===== src/hw/rtl/bat_alarm_pkg.sv =====
// shared types and constants of the battery low voltage alarm
`default_nettype none

package bat_alarm_pkg;

	// largest cell count that detection reports
	localparam int MAX_CELLS = 8;

	// step counter holds up to MAX_CELLS + 1
	localparam int CNT_W = $clog2(MAX_CELLS + 2);
	// accumulator holds MAX_CELLS * 65535 and (MAX_CELLS + 1) * 8191
	localparam int ACC_W = 16 + $clog2(MAX_CELLS + 2);

	typedef logic [CNT_W-1:0] cnt_t;
	typedef logic [ACC_W-1:0] acc_t;

	// command codes
	localparam logic [1:0] OP_SAMPLE = 2'd0;
	localparam logic [1:0] OP_DETECT = 2'd1;
	localparam logic [1:0] OP_TICK   = 2'd2;

	// event codes
	localparam logic [1:0] EV_NONE    = 2'd0;
	localparam logic [1:0] EV_RAISED  = 2'd1;
	localparam logic [1:0] EV_CLEARED = 2'd2;

	// register indexes
	localparam logic [2:0] REG_DEFAULT_THRESHOLD = 3'd0;
	localparam logic [2:0] REG_HOLD              = 3'd1;
	localparam logic [2:0] REG_CELL_FULL         = 3'd2;
	localparam logic [2:0] REG_CELL_ALARM        = 3'd3;
	localparam logic [2:0] REG_BEEP_HALF_PERIOD  = 3'd4;

	// reset values of the registers
	localparam logic [15:0] RST_DEFAULT_THRESHOLD = 16'd3300;
	localparam logic [15:0] RST_HOLD              = 16'd5000;
	localparam logic [15:0] RST_CELL_FULL         = 16'd4200;
	localparam logic [12:0] RST_CELL_ALARM        = 13'd3500;
	localparam logic [15:0] RST_BEEP_HALF_PERIOD  = 16'd1000;

	// sequencer states
	typedef enum logic [1:0] {
		ST_IDLE,
		ST_DETECT,
		ST_SCALE,
		ST_RESP
	} state_t;

endpackage

`default_nettype wire


===== src/hw/rtl/bat_alarm_if.sv =====
// valid/ready channel interfaces for commands and results
`default_nettype none

interface bat_alarm_cmd_if;
	logic        valid;
	logic        ready;
	logic [1:0]  op;
	logic [15:0] sample_mv;

	modport source (output valid, output op, output sample_mv, input ready);
	modport sink (input valid, input op, input sample_mv, output ready);
endinterface

interface bat_alarm_res_if;
	logic        valid;
	logic        ready;
	logic [1:0]  event_res;
	logic        alarm_active;
	logic        tone_on;
	logic [15:0] threshold_mv;

	modport source (output valid, output event_res, output alarm_active, output tone_on,
		output threshold_mv, input ready);
	modport sink (input valid, input event_res, input alarm_active, input tone_on,
		input threshold_mv, output ready);
endinterface

`default_nettype wire


===== src/hw/rtl/battery_low_voltage_alarm.sv =====
// battery low voltage alarm with cell count detection
//
// channel    dir  payload                                          transaction
// in_ch      in   op, sample_mv                                    valid & ready
// out_ch     out  event_res, alarm_active, tone_on, threshold_mv   valid & ready
// cfg        in   cfg_we, cfg_index, cfg_data                      cfg_we
//
// sample, tick, unused and no-sample detection commands go from idle straight to the
// response state; cell detection first passes the detect state, in which the one
// shared adder walks the cell multiples, and then the scale state, in which the same
// adder sums the per cell voltage, before it reaches the response state.
// one command is in flight at a time; in_ch.ready is high only when idle.
// a result waits in the output register while out_ch.ready is low.
// arst_n clears the sequencer, the alarm state and loads register defaults.
`default_nettype none

module battery_low_voltage_alarm (
	input  wire logic               clk,
	input  wire logic               arst_n,
	input  wire logic               cfg_we,
	input  wire logic [2:0]         cfg_index,
	input  wire logic [15:0]        cfg_data,
	bat_alarm_cmd_if.sink           in_ch,
	bat_alarm_res_if.source         out_ch
);

	// configuration registers
	logic [15:0] hold_q;
	logic [15:0] cell_full_q;
	logic [12:0] cell_alarm_q;
	logic [15:0] beep_half_q;

	// alarm state
	logic [15:0] last_sample_q;
	logic [15:0] threshold_q;
	logic        low_pending_q;
	logic [15:0] low_elapsed_q;
	logic        alarm_q;
	logic [15:0] beep_count_q;
	logic        tone_q;
	logic [1:0]  event_q;

	// sequencer and shared adder
	bat_alarm_pkg::state_t state_q, state_d;
	bat_alarm_pkg::cnt_t   step_q;
	bat_alarm_pkg::cnt_t   cells_q;
	bat_alarm_pkg::acc_t   acc_q;
	bat_alarm_pkg::acc_t   addend;
	bat_alarm_pkg::acc_t   sum;

	// output register
	logic        out_valid_q;
	logic [1:0]  out_event_q;
	logic        out_alarm_q;
	logic        out_tone_q;
	logic [15:0] out_threshold_q;

	logic        cmd_take;
	logic        res_load;
	logic        last_detect;
	logic        last_scale;
	logic [15:0] beep_next;

	// shared adder: cell multiples while detecting, per cell voltage while scaling
	always_comb begin
		if (state_q == bat_alarm_pkg::ST_SCALE) begin
			addend = bat_alarm_pkg::acc_t'(cell_alarm_q);
		end else begin
			addend = bat_alarm_pkg::acc_t'(cell_full_q);
		end
		sum = acc_q + addend;
	end

	assign cmd_take    = in_ch.valid && in_ch.ready;
	assign res_load    = (state_q == bat_alarm_pkg::ST_RESP) && (!out_valid_q || out_ch.ready);
	assign last_detect = step_q == bat_alarm_pkg::cnt_t'(bat_alarm_pkg::MAX_CELLS);
	assign last_scale  = step_q == bat_alarm_pkg::cnt_t'(1);
	assign beep_next   = beep_count_q + 16'd1;

	// next state
	always_comb begin
		state_d = state_q;
		case (state_q)
			bat_alarm_pkg::ST_IDLE: begin
				if (cmd_take) begin
					if (in_ch.op == bat_alarm_pkg::OP_DETECT && last_sample_q != 16'd0) begin
						state_d = bat_alarm_pkg::ST_DETECT;
					end else begin
						state_d = bat_alarm_pkg::ST_RESP;
					end
				end
			end
			bat_alarm_pkg::ST_DETECT: begin
				if (last_detect) begin
					state_d = bat_alarm_pkg::ST_SCALE;
				end
			end
			bat_alarm_pkg::ST_SCALE: begin
				if (last_scale) begin
					state_d = bat_alarm_pkg::ST_RESP;
				end
			end
			bat_alarm_pkg::ST_RESP: begin
				if (res_load) begin
					state_d = bat_alarm_pkg::ST_IDLE;
				end
			end
			default: state_d = bat_alarm_pkg::ST_IDLE;
		endcase
	end

	// handshake outputs
	always_comb begin
		in_ch.ready = state_q == bat_alarm_pkg::ST_IDLE;
		out_ch.valid        = out_valid_q;
		out_ch.event_res    = out_event_q;
		out_ch.alarm_active = out_alarm_q;
		out_ch.tone_on      = out_tone_q;
		out_ch.threshold_mv = out_threshold_q;
	end

	always_ff @(posedge clk or negedge arst_n) begin
		if (!arst_n) begin
			state_q <= bat_alarm_pkg::ST_IDLE;
		end else begin
			state_q <= state_d;
		end
	end

	// configuration, command handling and detection datapath
	always_ff @(posedge clk or negedge arst_n) begin
		if (!arst_n) begin
			hold_q              <= bat_alarm_pkg::RST_HOLD;
			cell_full_q         <= bat_alarm_pkg::RST_CELL_FULL;
			cell_alarm_q        <= bat_alarm_pkg::RST_CELL_ALARM;
			beep_half_q         <= bat_alarm_pkg::RST_BEEP_HALF_PERIOD;
			last_sample_q       <= '0;
			threshold_q         <= bat_alarm_pkg::RST_DEFAULT_THRESHOLD;
			low_pending_q       <= 1'b0;
			low_elapsed_q       <= '0;
			alarm_q             <= 1'b0;
			beep_count_q        <= '0;
			tone_q              <= 1'b0;
			event_q             <= bat_alarm_pkg::EV_NONE;
			step_q              <= '0;
			cells_q             <= '0;
			acc_q               <= '0;
		end else begin
			// register writes are to arrive only while idle; the block itself does not enforce it
			if (cfg_we) begin
				case (cfg_index)
					bat_alarm_pkg::REG_DEFAULT_THRESHOLD: threshold_q <= cfg_data;
					bat_alarm_pkg::REG_HOLD:             hold_q       <= cfg_data;
					bat_alarm_pkg::REG_CELL_FULL:        cell_full_q  <= cfg_data;
					bat_alarm_pkg::REG_CELL_ALARM:       cell_alarm_q <= cfg_data[12:0];
					bat_alarm_pkg::REG_BEEP_HALF_PERIOD: beep_half_q  <= cfg_data;
					default: ;
				endcase
			end

			case (state_q)
				bat_alarm_pkg::ST_IDLE: begin
					if (cmd_take) begin
						event_q <= bat_alarm_pkg::EV_NONE;
						step_q  <= bat_alarm_pkg::cnt_t'(1);
						cells_q <= '0;
						acc_q   <= '0;
						case (in_ch.op)
							// voltage sample against the threshold
							bat_alarm_pkg::OP_SAMPLE: begin
								last_sample_q <= in_ch.sample_mv;
								if (in_ch.sample_mv <= threshold_q) begin
									if (!low_pending_q) begin
										low_pending_q <= 1'b1;
										low_elapsed_q <= '0;
									end else if (low_elapsed_q >= hold_q && !alarm_q) begin
										alarm_q      <= 1'b1;
										beep_count_q <= '0;
										tone_q       <= 1'b0;
										event_q      <= bat_alarm_pkg::EV_RAISED;
									end
								end else begin
									if (alarm_q) begin
										event_q <= bat_alarm_pkg::EV_CLEARED;
									end
									alarm_q       <= 1'b0;
									low_pending_q <= 1'b0;
									low_elapsed_q <= '0;
									beep_count_q  <= '0;
									tone_q        <= 1'b0;
								end
							end
							// millisecond tick: low timer and tone
							bat_alarm_pkg::OP_TICK: begin
								if (low_pending_q && low_elapsed_q != 16'hFFFF) begin
									low_elapsed_q <= low_elapsed_q + 16'd1;
								end
								if (alarm_q) begin
									if (beep_next >= beep_half_q) begin
										beep_count_q <= '0;
										tone_q       <= !tone_q;
									end else begin
										beep_count_q <= beep_next;
									end
								end
							end
							default: ;
						endcase
					end
				end
				// count cells: compare sample with c * cell_full for c = 1..MAX_CELLS
				bat_alarm_pkg::ST_DETECT: begin
					if (bat_alarm_pkg::acc_t'(last_sample_q) > sum) begin
						cells_q <= cells_q + bat_alarm_pkg::cnt_t'(1);
					end
					if (last_detect) begin
						acc_q  <= '0;
						step_q <= (bat_alarm_pkg::acc_t'(last_sample_q) > sum) ?
							cells_q + bat_alarm_pkg::cnt_t'(2) : cells_q + bat_alarm_pkg::cnt_t'(1);
					end else begin
						acc_q  <= sum;
						step_q <= step_q + bat_alarm_pkg::cnt_t'(1);
					end
				end
				// threshold = (cells + 1) * cell_alarm by repeated addition, saturated at 16'hFFFF
				bat_alarm_pkg::ST_SCALE: begin
					acc_q  <= sum;
					step_q <= step_q - bat_alarm_pkg::cnt_t'(1);
					if (last_scale) begin
						if (|sum[bat_alarm_pkg::ACC_W-1:16]) begin
							threshold_q <= 16'hFFFF;
						end else begin
							threshold_q <= sum[15:0];
						end
					end
				end
				default: ;
			endcase
		end
	end

	// result register
	always_ff @(posedge clk or negedge arst_n) begin
		if (!arst_n) begin
			out_valid_q <= 1'b0;
		end else if (res_load) begin
			out_valid_q <= 1'b1;
		end else if (out_ch.ready) begin
			out_valid_q <= 1'b0;
		end
	end

	always_ff @(posedge clk) begin
		if (res_load) begin
			out_event_q     <= event_q;
			out_alarm_q     <= alarm_q;
			out_tone_q      <= alarm_q && tone_q;
			out_threshold_q <= threshold_q;
		end
	end

endmodule

`default_nettype wire


===== src/flat_wrapper.sv =====
// flat-port wrapper written by rule: the top's interface ports become plain ports
module battery_low_voltage_alarm_flat 
  (clk, arst_n, cfg_we, cfg_index, cfg_data, in_ch_valid, in_ch_op, in_ch_sample_mv, in_ch_ready, out_ch_valid, out_ch_event_res, out_ch_alarm_active, out_ch_tone_on, out_ch_threshold_mv, out_ch_ready);
  bat_alarm_cmd_if in_ch_i ();
  bat_alarm_res_if out_ch_i ();
  input  wire logic clk;
  input  wire logic arst_n;
  input  wire logic cfg_we;
  input  wire logic [2:0] cfg_index;
  input  wire logic [15:0] cfg_data;
  input wire logic [$bits(in_ch_i.valid)-1:0] in_ch_valid;
  input wire logic [$bits(in_ch_i.op)-1:0] in_ch_op;
  input wire logic [$bits(in_ch_i.sample_mv)-1:0] in_ch_sample_mv;
  output wire logic [$bits(in_ch_i.ready)-1:0] in_ch_ready;
  output wire logic [$bits(out_ch_i.valid)-1:0] out_ch_valid;
  output wire logic [$bits(out_ch_i.event_res)-1:0] out_ch_event_res;
  output wire logic [$bits(out_ch_i.alarm_active)-1:0] out_ch_alarm_active;
  output wire logic [$bits(out_ch_i.tone_on)-1:0] out_ch_tone_on;
  output wire logic [$bits(out_ch_i.threshold_mv)-1:0] out_ch_threshold_mv;
  input wire logic [$bits(out_ch_i.ready)-1:0] out_ch_ready;
  assign in_ch_i.valid = in_ch_valid;
  assign in_ch_i.op = in_ch_op;
  assign in_ch_i.sample_mv = in_ch_sample_mv;
  assign in_ch_ready = in_ch_i.ready;
  assign out_ch_valid = out_ch_i.valid;
  assign out_ch_event_res = out_ch_i.event_res;
  assign out_ch_alarm_active = out_ch_i.alarm_active;
  assign out_ch_tone_on = out_ch_i.tone_on;
  assign out_ch_threshold_mv = out_ch_i.threshold_mv;
  assign out_ch_i.ready = out_ch_ready;
  battery_low_voltage_alarm u_core (.clk(clk), .arst_n(arst_n), .cfg_we(cfg_we), .cfg_index(cfg_index), .cfg_data(cfg_data), .in_ch(in_ch_i), .out_ch(out_ch_i));
endmodule

===== config.mk =====
export PLATFORM = sky130hd
export DESIGN_NAME = battery_low_voltage_alarm_flat
export DESIGN_NICKNAME = d
export VERILOG_FILES = /design/src/hw/rtl/bat_alarm_pkg.sv /design/src/hw/rtl/bat_alarm_if.sv /design/src/hw/rtl/battery_low_voltage_alarm.sv /design/src/flat_wrapper.sv
export SDC_FILE = /design/constraint.sdc
export NUM_CORES = 1
export LEC_CHECK = 0
export BUFFER_PORTS_ARGS = -buffer_cell sky130_fd_sc_hd__buf_4
export CORE_AREA = 2 2 109 216
export CTS_BUF_LIST = sky130_fd_sc_hd__clkbuf_16
export DETAILED_ROUTE_END_ITERATION = 12
export DIE_AREA = 0 0 111 218
export HOLD_SLACK_MARGIN = 0.15
export PLACE_DENSITY = 0.75
export SKIP_LAST_GASP = 1
export SLEW_MARGIN = 20
export SYNTH_ARGS = -nofsm -noshare
export SYNTH_HDL_FRONTEND = slang
export SYNTH_SLANG_ARGS = --single-unit

===== constraint.sdc =====
create_clock -name clk -period 5.7 [get_ports clk]
set_input_delay 0.285 -clock clk [delete_from_list [all_inputs] [get_ports clk]]
set_output_delay 0.285 -clock clk [all_outputs]
set_load 0.01 [all_outputs]

==> impl_metrics.xml <==
<?xml version="1.0" encoding="UTF-8"?>
<metrics>
  <group name="status">
    <metric name="status" unit="">finished clean</metric>
  </group>
  <group name="pwr">
    <metric name="power_density" unit="nW/µm²">469</metric>
    <metric name="total_leakage_power" unit="nW">5.73</metric>
    <metric name="vdd.ir_drop.worst" unit="V">0.000242</metric>
  </group>
  <group name="detailed_routing">
    <metric name="detail_route.wirelength" unit="µm">28800</metric>
    <metric name="1st_iter_drt_viols" unit="">457</metric>
    <metric name="viasPerCell" unit="">5.83</metric>
    <metric name="post_route_antenna_net_violation_count" unit="">0</metric>
    <metric name="per_cell_routed_wire_length" unit="µm">19.6</metric>
    <metric name="drt_drc_violations_left" unit="">0</metric>
    <metric name="firstDrtPassIters" unit="">5</metric>
    <metric name="vias" unit="">8539</metric>
  </group>
  <group name="clock_network">
    <metric name="cts_root_cell" unit="">sky130_fd_sc_hd__clkbuf_16</metric>
    <metric name="number_of_buffers_inserted_by_hold_repair_at_cts" unit="">34</metric>
    <metric name="h-tree-depth" unit="">4</metric>
    <metric name="cts_tree" unit="">built</metric>
    <metric name="post_cts_resize_count" unit="">0</metric>
    <metric name="clkTransAtPathRegs" unit="ns">0.07</metric>
    <metric name="post_cts_buffers" unit="">0</metric>
    <metric name="clk_path_buf_depth" unit="">2</metric>
    <metric name="clock-sinks" unit="">181</metric>
    <metric name="worst_skew_pair.late_latency" unit="ns">0.46</metric>
    <metric name="cts_made_buffers" unit="">17</metric>
  </group>
  <group name="die">
    <metric name="chipWidth" unit="µm">111</metric>
    <metric name="start_util" unit="">0.472</metric>
    <metric name="num_rows" unit="">78</metric>
    <metric name="io-pin-count" unit="">64</metric>
    <metric name="floorplan.core_area" unit="µm²">22500</metric>
    <metric name="die_h" unit="µm">218</metric>
    <metric name="overall_die_area" unit="µm²">24200</metric>
  </group>
  <group name="yosys">
    <metric name="synth.cell_area" unit="µm²">10700</metric>
    <metric name="synth.distinct_cells" unit="">73</metric>
    <metric name="asyncSetResetFlopFracSynth" unit="">0.890</metric>
    <metric name="synth.yosys.warnings" unit="">0</metric>
    <metric name="synthesis.area_per_instance" unit="µm²">9.85</metric>
    <metric name="synth_seq_cells" unit="">181</metric>
    <metric name="synthDominantCellAreaShare" unit="">0.312</metric>
    <metric name="synth_flop_cell" unit="">sky130_fd_sc_hd__dfrtp_1</metric>
    <metric name="syn_inst" unit="">1081</metric>
    <metric name="synth.largest_area_cell" unit="">sky130_fd_sc_hd__dfrtp_1</metric>
    <metric name="synthTopCellsByArea" unit="">sky130_fd_sc_hd__dfrtp_1, sky130_fd_sc_hd__ha_1, sky130_fd_sc_hd__mux2_2</metric>
    <metric name="syn_nets" unit="">1213</metric>
    <metric name="synth-edff-count" unit="">20</metric>
    <metric name="yosysSeqAreaShare" unit="">0.438</metric>
  </group>
  <group name="setup_path">
    <metric name="crit_required" unit="ns">6.03</metric>
    <metric name="critical_path.startpoint_type" unit="">flip-flop</metric>
    <metric name="timing_worst_setup_path_type" unit="">flip-flop to flip-flop</metric>
    <metric name="critical_path.reg2reg.startpoint" unit="">u_core.state_q[0]$_DFFE_PN0P_</metric>
    <metric name="timing.critical_path.fanout_max" unit="">12</metric>
    <metric name="worstReg2RegEnd" unit="">u_core.step_q[0]$_DFFE_PN0P_</metric>
    <metric name="r2r.worst_path.cells" unit="">20</metric>
    <metric name="r2r_slack" unit="ns">0.35</metric>
    <metric name="critical_path_arrival" unit="ns">5.68</metric>
    <metric name="endpoint_kind" unit="">flip-flop</metric>
  </group>
  <group name="sta">
    <metric name="finalHoldViolations" unit="">0</metric>
    <metric name="finalCriticalPeriod" unit="ns">5.35</metric>
    <metric name="worst_hold_margin" unit="ns">0.166</metric>
    <metric name="max_freq" unit="GHz">0.187</metric>
    <metric name="rsz0062_at_grt" unit="">false</metric>
    <metric name="setup_total_negative_slack" unit="ns">0</metric>
    <metric name="min_period_over_period" unit="">0.939</metric>
    <metric name="skew" unit="ns">0.0105</metric>
    <metric name="relative_slew_slack" unit="">0.390</metric>
    <metric name="timing_worst_slew_pin_value" unit="ns">0.915</metric>
    <metric name="finalMaxSlewViolations" unit="">0</metric>
    <metric name="timing.final.setup_violations" unit="">0</metric>
  </group>
  <group name="place">
    <metric name="port_buffers" unit="">63</metric>
    <metric name="place.detailed.hpwl" unit="µm">21700</metric>
    <metric name="place_area" unit="µm²">11400</metric>
    <metric name="final_wtd_congestion" unit="">0.898</metric>
  </group>
  <group name="worst_hold_path">
    <metric name="hold_class" unit="">input port to flip-flop</metric>
    <metric name="hold_path_depth" unit="">3</metric>
    <metric name="worst_hold_startpoint" unit="">in_ch_op[1]</metric>
    <metric name="hold_end" unit="">u_core.alarm_q$_DFFE_PN0P_</metric>
  </group>
  <group name="grt">
    <metric name="use_met1" unit="">0.234</metric>
    <metric name="busiest_layer" unit="">met2</metric>
    <metric name="total_global_routing_track_utilization" unit="">0.243</metric>
    <metric name="first_global_vias" unit="">8820</metric>
    <metric name="global_route.overflow_total" unit="">0</metric>
    <metric name="grt_max_degree" unit="">108</metric>
    <metric name="number_of_antenna_violations_at_the_first_check_in_global_routing" unit="">0</metric>
    <metric name="grt_pass1_wl" unit="µm">45300</metric>
    <metric name="use_met2" unit="">0.457</metric>
    <metric name="grtUsageMet3" unit="">0.0347</metric>
  </group>
  <group name="flow_run">
    <metric name="max_cap_violations" unit="">0</metric>
  </group>
  <group name="final_layout">
    <metric name="final_layout_size_suffix_gt1_frac" unit="">0.197</metric>
    <metric name="stdcell_area" unit="µm²">12400</metric>
    <metric name="antenna_cells_inserted" unit="">0</metric>
    <metric name="synthToLayoutAreaGrowth" unit="%">16.5</metric>
    <metric name="num-nets-final" unit="">1303</metric>
  </group>
</metrics>
==> logic make-up after synthesis <==
kind of cell             after synthesis  share of synthesized area
AND/OR/NAND/NOR                      328                      0.150
AO/OA/AOI/OAI                        251                      0.153
flip-flops                           181                      0.438
buffers and inverters                121                     0.0439
adder cells (fa/ha/maj)               91                      0.107
multiplexers                          77                     0.0803
XOR/XNOR                              32                     0.0276
==> critical path, cell delays in order, from the launching register on <==
cell                       delay, ns
sky130_fd_sc_hd__dfrtp_1        0.41
sky130_fd_sc_hd__inv_1          0.12
sky130_fd_sc_hd__ha_1           0.49
sky130_fd_sc_hd__buf_12         0.21
sky130_fd_sc_hd__mux2_2         0.35
sky130_fd_sc_hd__ha_1           0.40
sky130_fd_sc_hd__nand4b_1       0.26
sky130_fd_sc_hd__a21o_1         0.28
sky130_fd_sc_hd__a21oi_1        0.39
sky130_fd_sc_hd__nand2b_1       0.21
sky130_fd_sc_hd__a21oi_1        0.09
sky130_fd_sc_hd__xnor2_1        0.21
sky130_fd_sc_hd__inv_1          0.09
sky130_fd_sc_hd__ha_1           0.30
sky130_fd_sc_hd__nand2_1        0.06
sky130_fd_sc_hd__nor2_1         0.17
sky130_fd_sc_hd__nand3_1        0.14
sky130_fd_sc_hd__a311oi_4       0.50
sky130_fd_sc_hd__buf_4          0.24
sky130_fd_sc_hd__mux2i_1        0.25
sky130_fd_sc_hd__a221oi_2       0.05
==> area by class of cell <==
| cell class | instances | area (µm²) |
|---|---|---|
| fillers | 1924 | 10100 |
| multi-input cells | 779 | 5540 |
| flip-flops and latches | 181 | 4660 |
| repair buffers | 112 | 962 |
| clock buffers | 17 | 425 |
| well taps | 280 | 350 |
| inverters | 80 | 300 |
| clock inverters | 15 | 165 |
==> placed cells by master, fill, tap and decap left out, types with 9 or more instances in the layout <==
| cell type | netlist | layout |
|---|---|---|
| sky130_fd_sc_hd__a21o_1 | 30 | 30 |
| sky130_fd_sc_hd__a21oi_1 | 43 | 43 |
| sky130_fd_sc_hd__a31oi_1 | 31 | 31 |
| sky130_fd_sc_hd__and3_1 | 9 | 9 |
| sky130_fd_sc_hd__buf_4 | 0 | 75 |
| sky130_fd_sc_hd__clkbuf_16 | 0 | 17 |
| sky130_fd_sc_hd__dfrtp_1 | 133 | 133 |
| sky130_fd_sc_hd__dfstp_2 | 28 | 28 |
| sky130_fd_sc_hd__dlygate4sd3_1 | 0 | 34 |
| sky130_fd_sc_hd__edfxtp_1 | 20 | 20 |
| sky130_fd_sc_hd__ha_1 | 89 | 89 |
| sky130_fd_sc_hd__inv_1 | 80 | 80 |
| sky130_fd_sc_hd__mux2_2 | 68 | 68 |
| sky130_fd_sc_hd__mux2i_1 | 9 | 9 |
| sky130_fd_sc_hd__nand2_1 | 127 | 127 |
| sky130_fd_sc_hd__nand2b_1 | 12 | 12 |
| sky130_fd_sc_hd__nand3_1 | 25 | 25 |
| sky130_fd_sc_hd__nand4_1 | 16 | 16 |
| sky130_fd_sc_hd__nor2_1 | 53 | 53 |
| sky130_fd_sc_hd__nor2b_1 | 15 | 15 |
| sky130_fd_sc_hd__nor3_1 | 21 | 19 |
| sky130_fd_sc_hd__o21ai_0 | 77 | 77 |
| sky130_fd_sc_hd__xnor2_1 | 18 | 18 |
| sky130_fd_sc_hd__xor2_1 | 13 | 13 |
==> state kept, by name (all words and copies together), names as in the netlist, 2 cells and up <==
register                    cells
u_core.beep_half_q             16
u_core.state_q                  2
u_core.cell_full_q             16
u_core.step_q                   4
u_core.acc_q                   20
u_core.out_ch.threshold_mv     16
u_core.event_q                  2
u_core.out_ch.event_res         2
u_core.low_elapsed_q           16
u_core.threshold_q             16
u_core.last_sample_q           16
u_core.hold_q                  16
u_core.beep_count_q            16
u_core.cells_q                  4
u_core.cell_alarm_q            13
==> worst max-delay path by stage <==
stage          slack [ns]                          start                            end
2_1_floorplan        0.57  u_core.state_q[0]$_DFFE_PN0P_  u_core.cells_q[0]$_DFFE_PN0P_
3_3_place_gp         0.52  u_core.state_q[0]$_DFFE_PN0P_  u_core.cells_q[0]$_DFFE_PN0P_
3_5_place_dp         0.37  u_core.state_q[0]$_DFFE_PN0P_  u_core.cells_q[0]$_DFFE_PN0P_
4_1_cts              0.36  u_core.state_q[0]$_DFFE_PN0P_  u_core.cells_q[0]$_DFFE_PN0P_
5_1_grt              0.06  u_core.state_q[0]$_DFFE_PN0P_   u_core.step_q[2]$_DFFE_PN0P_
6_report             0.35  u_core.state_q[0]$_DFFE_PN0P_   u_core.step_q[0]$_DFFE_PN0P_
==> synth_stat cells (6+ instances only) <==
cell type,count
sky130_fd_sc_hd__a21o_1,30
sky130_fd_sc_hd__a21oi_1,43
sky130_fd_sc_hd__a31oi_1,31
sky130_fd_sc_hd__and3_1,9
sky130_fd_sc_hd__clkbuf_1,34
sky130_fd_sc_hd__dfrtp_1,133
sky130_fd_sc_hd__dfstp_2,28
sky130_fd_sc_hd__edfxtp_1,20
sky130_fd_sc_hd__ha_1,89
sky130_fd_sc_hd__inv_1,80
sky130_fd_sc_hd__mux2_2,68
sky130_fd_sc_hd__mux2i_1,9
sky130_fd_sc_hd__nand2_1,127
sky130_fd_sc_hd__nand2b_1,12
sky130_fd_sc_hd__nand3_1,25
sky130_fd_sc_hd__nand4_1,16
sky130_fd_sc_hd__nor2_1,53
sky130_fd_sc_hd__nor2b_1,15
sky130_fd_sc_hd__nor3_1,21
sky130_fd_sc_hd__nor4_1,6
sky130_fd_sc_hd__o211ai_1,6
sky130_fd_sc_hd__o21ai_0,77
sky130_fd_sc_hd__o22ai_1,8
sky130_fd_sc_hd__o2bb2ai_1,8
sky130_fd_sc_hd__or2_2,8
sky130_fd_sc_hd__or3_1,8
sky130_fd_sc_hd__xnor2_1,18
sky130_fd_sc_hd__xor2_1,13
==> metal layers <==
metal / share of wire / up-vias
met5: 0 / -
met4: 0.084 / 0
met3: 0.031 / 116
met2: 0.54 / 246
met1: 0.34 / 4136
li1: - / 4041
==> where the power goes <==
part           total [mW]  switching [mW]  internal (mW)
clock                1.20           0.573          0.622
combinational        2.59            1.50           1.08
sequential           2.03           0.308           1.72
==> through the flow <==
stage	setup WS [ns]	total power, mW	utilization	std cells
final	0.348	5.81	0.550	1464
after global routing	0.0563	6.16	0.550	1464
after CTS	0.361	5.80	0.549	1463
after detailed placement	0.370	4.58	0.508	1397
after global placement	0.524	4.50	0.508	1397
after floorplan	0.573	3.75	-	1081
Power figures use the tool's default switching activity.
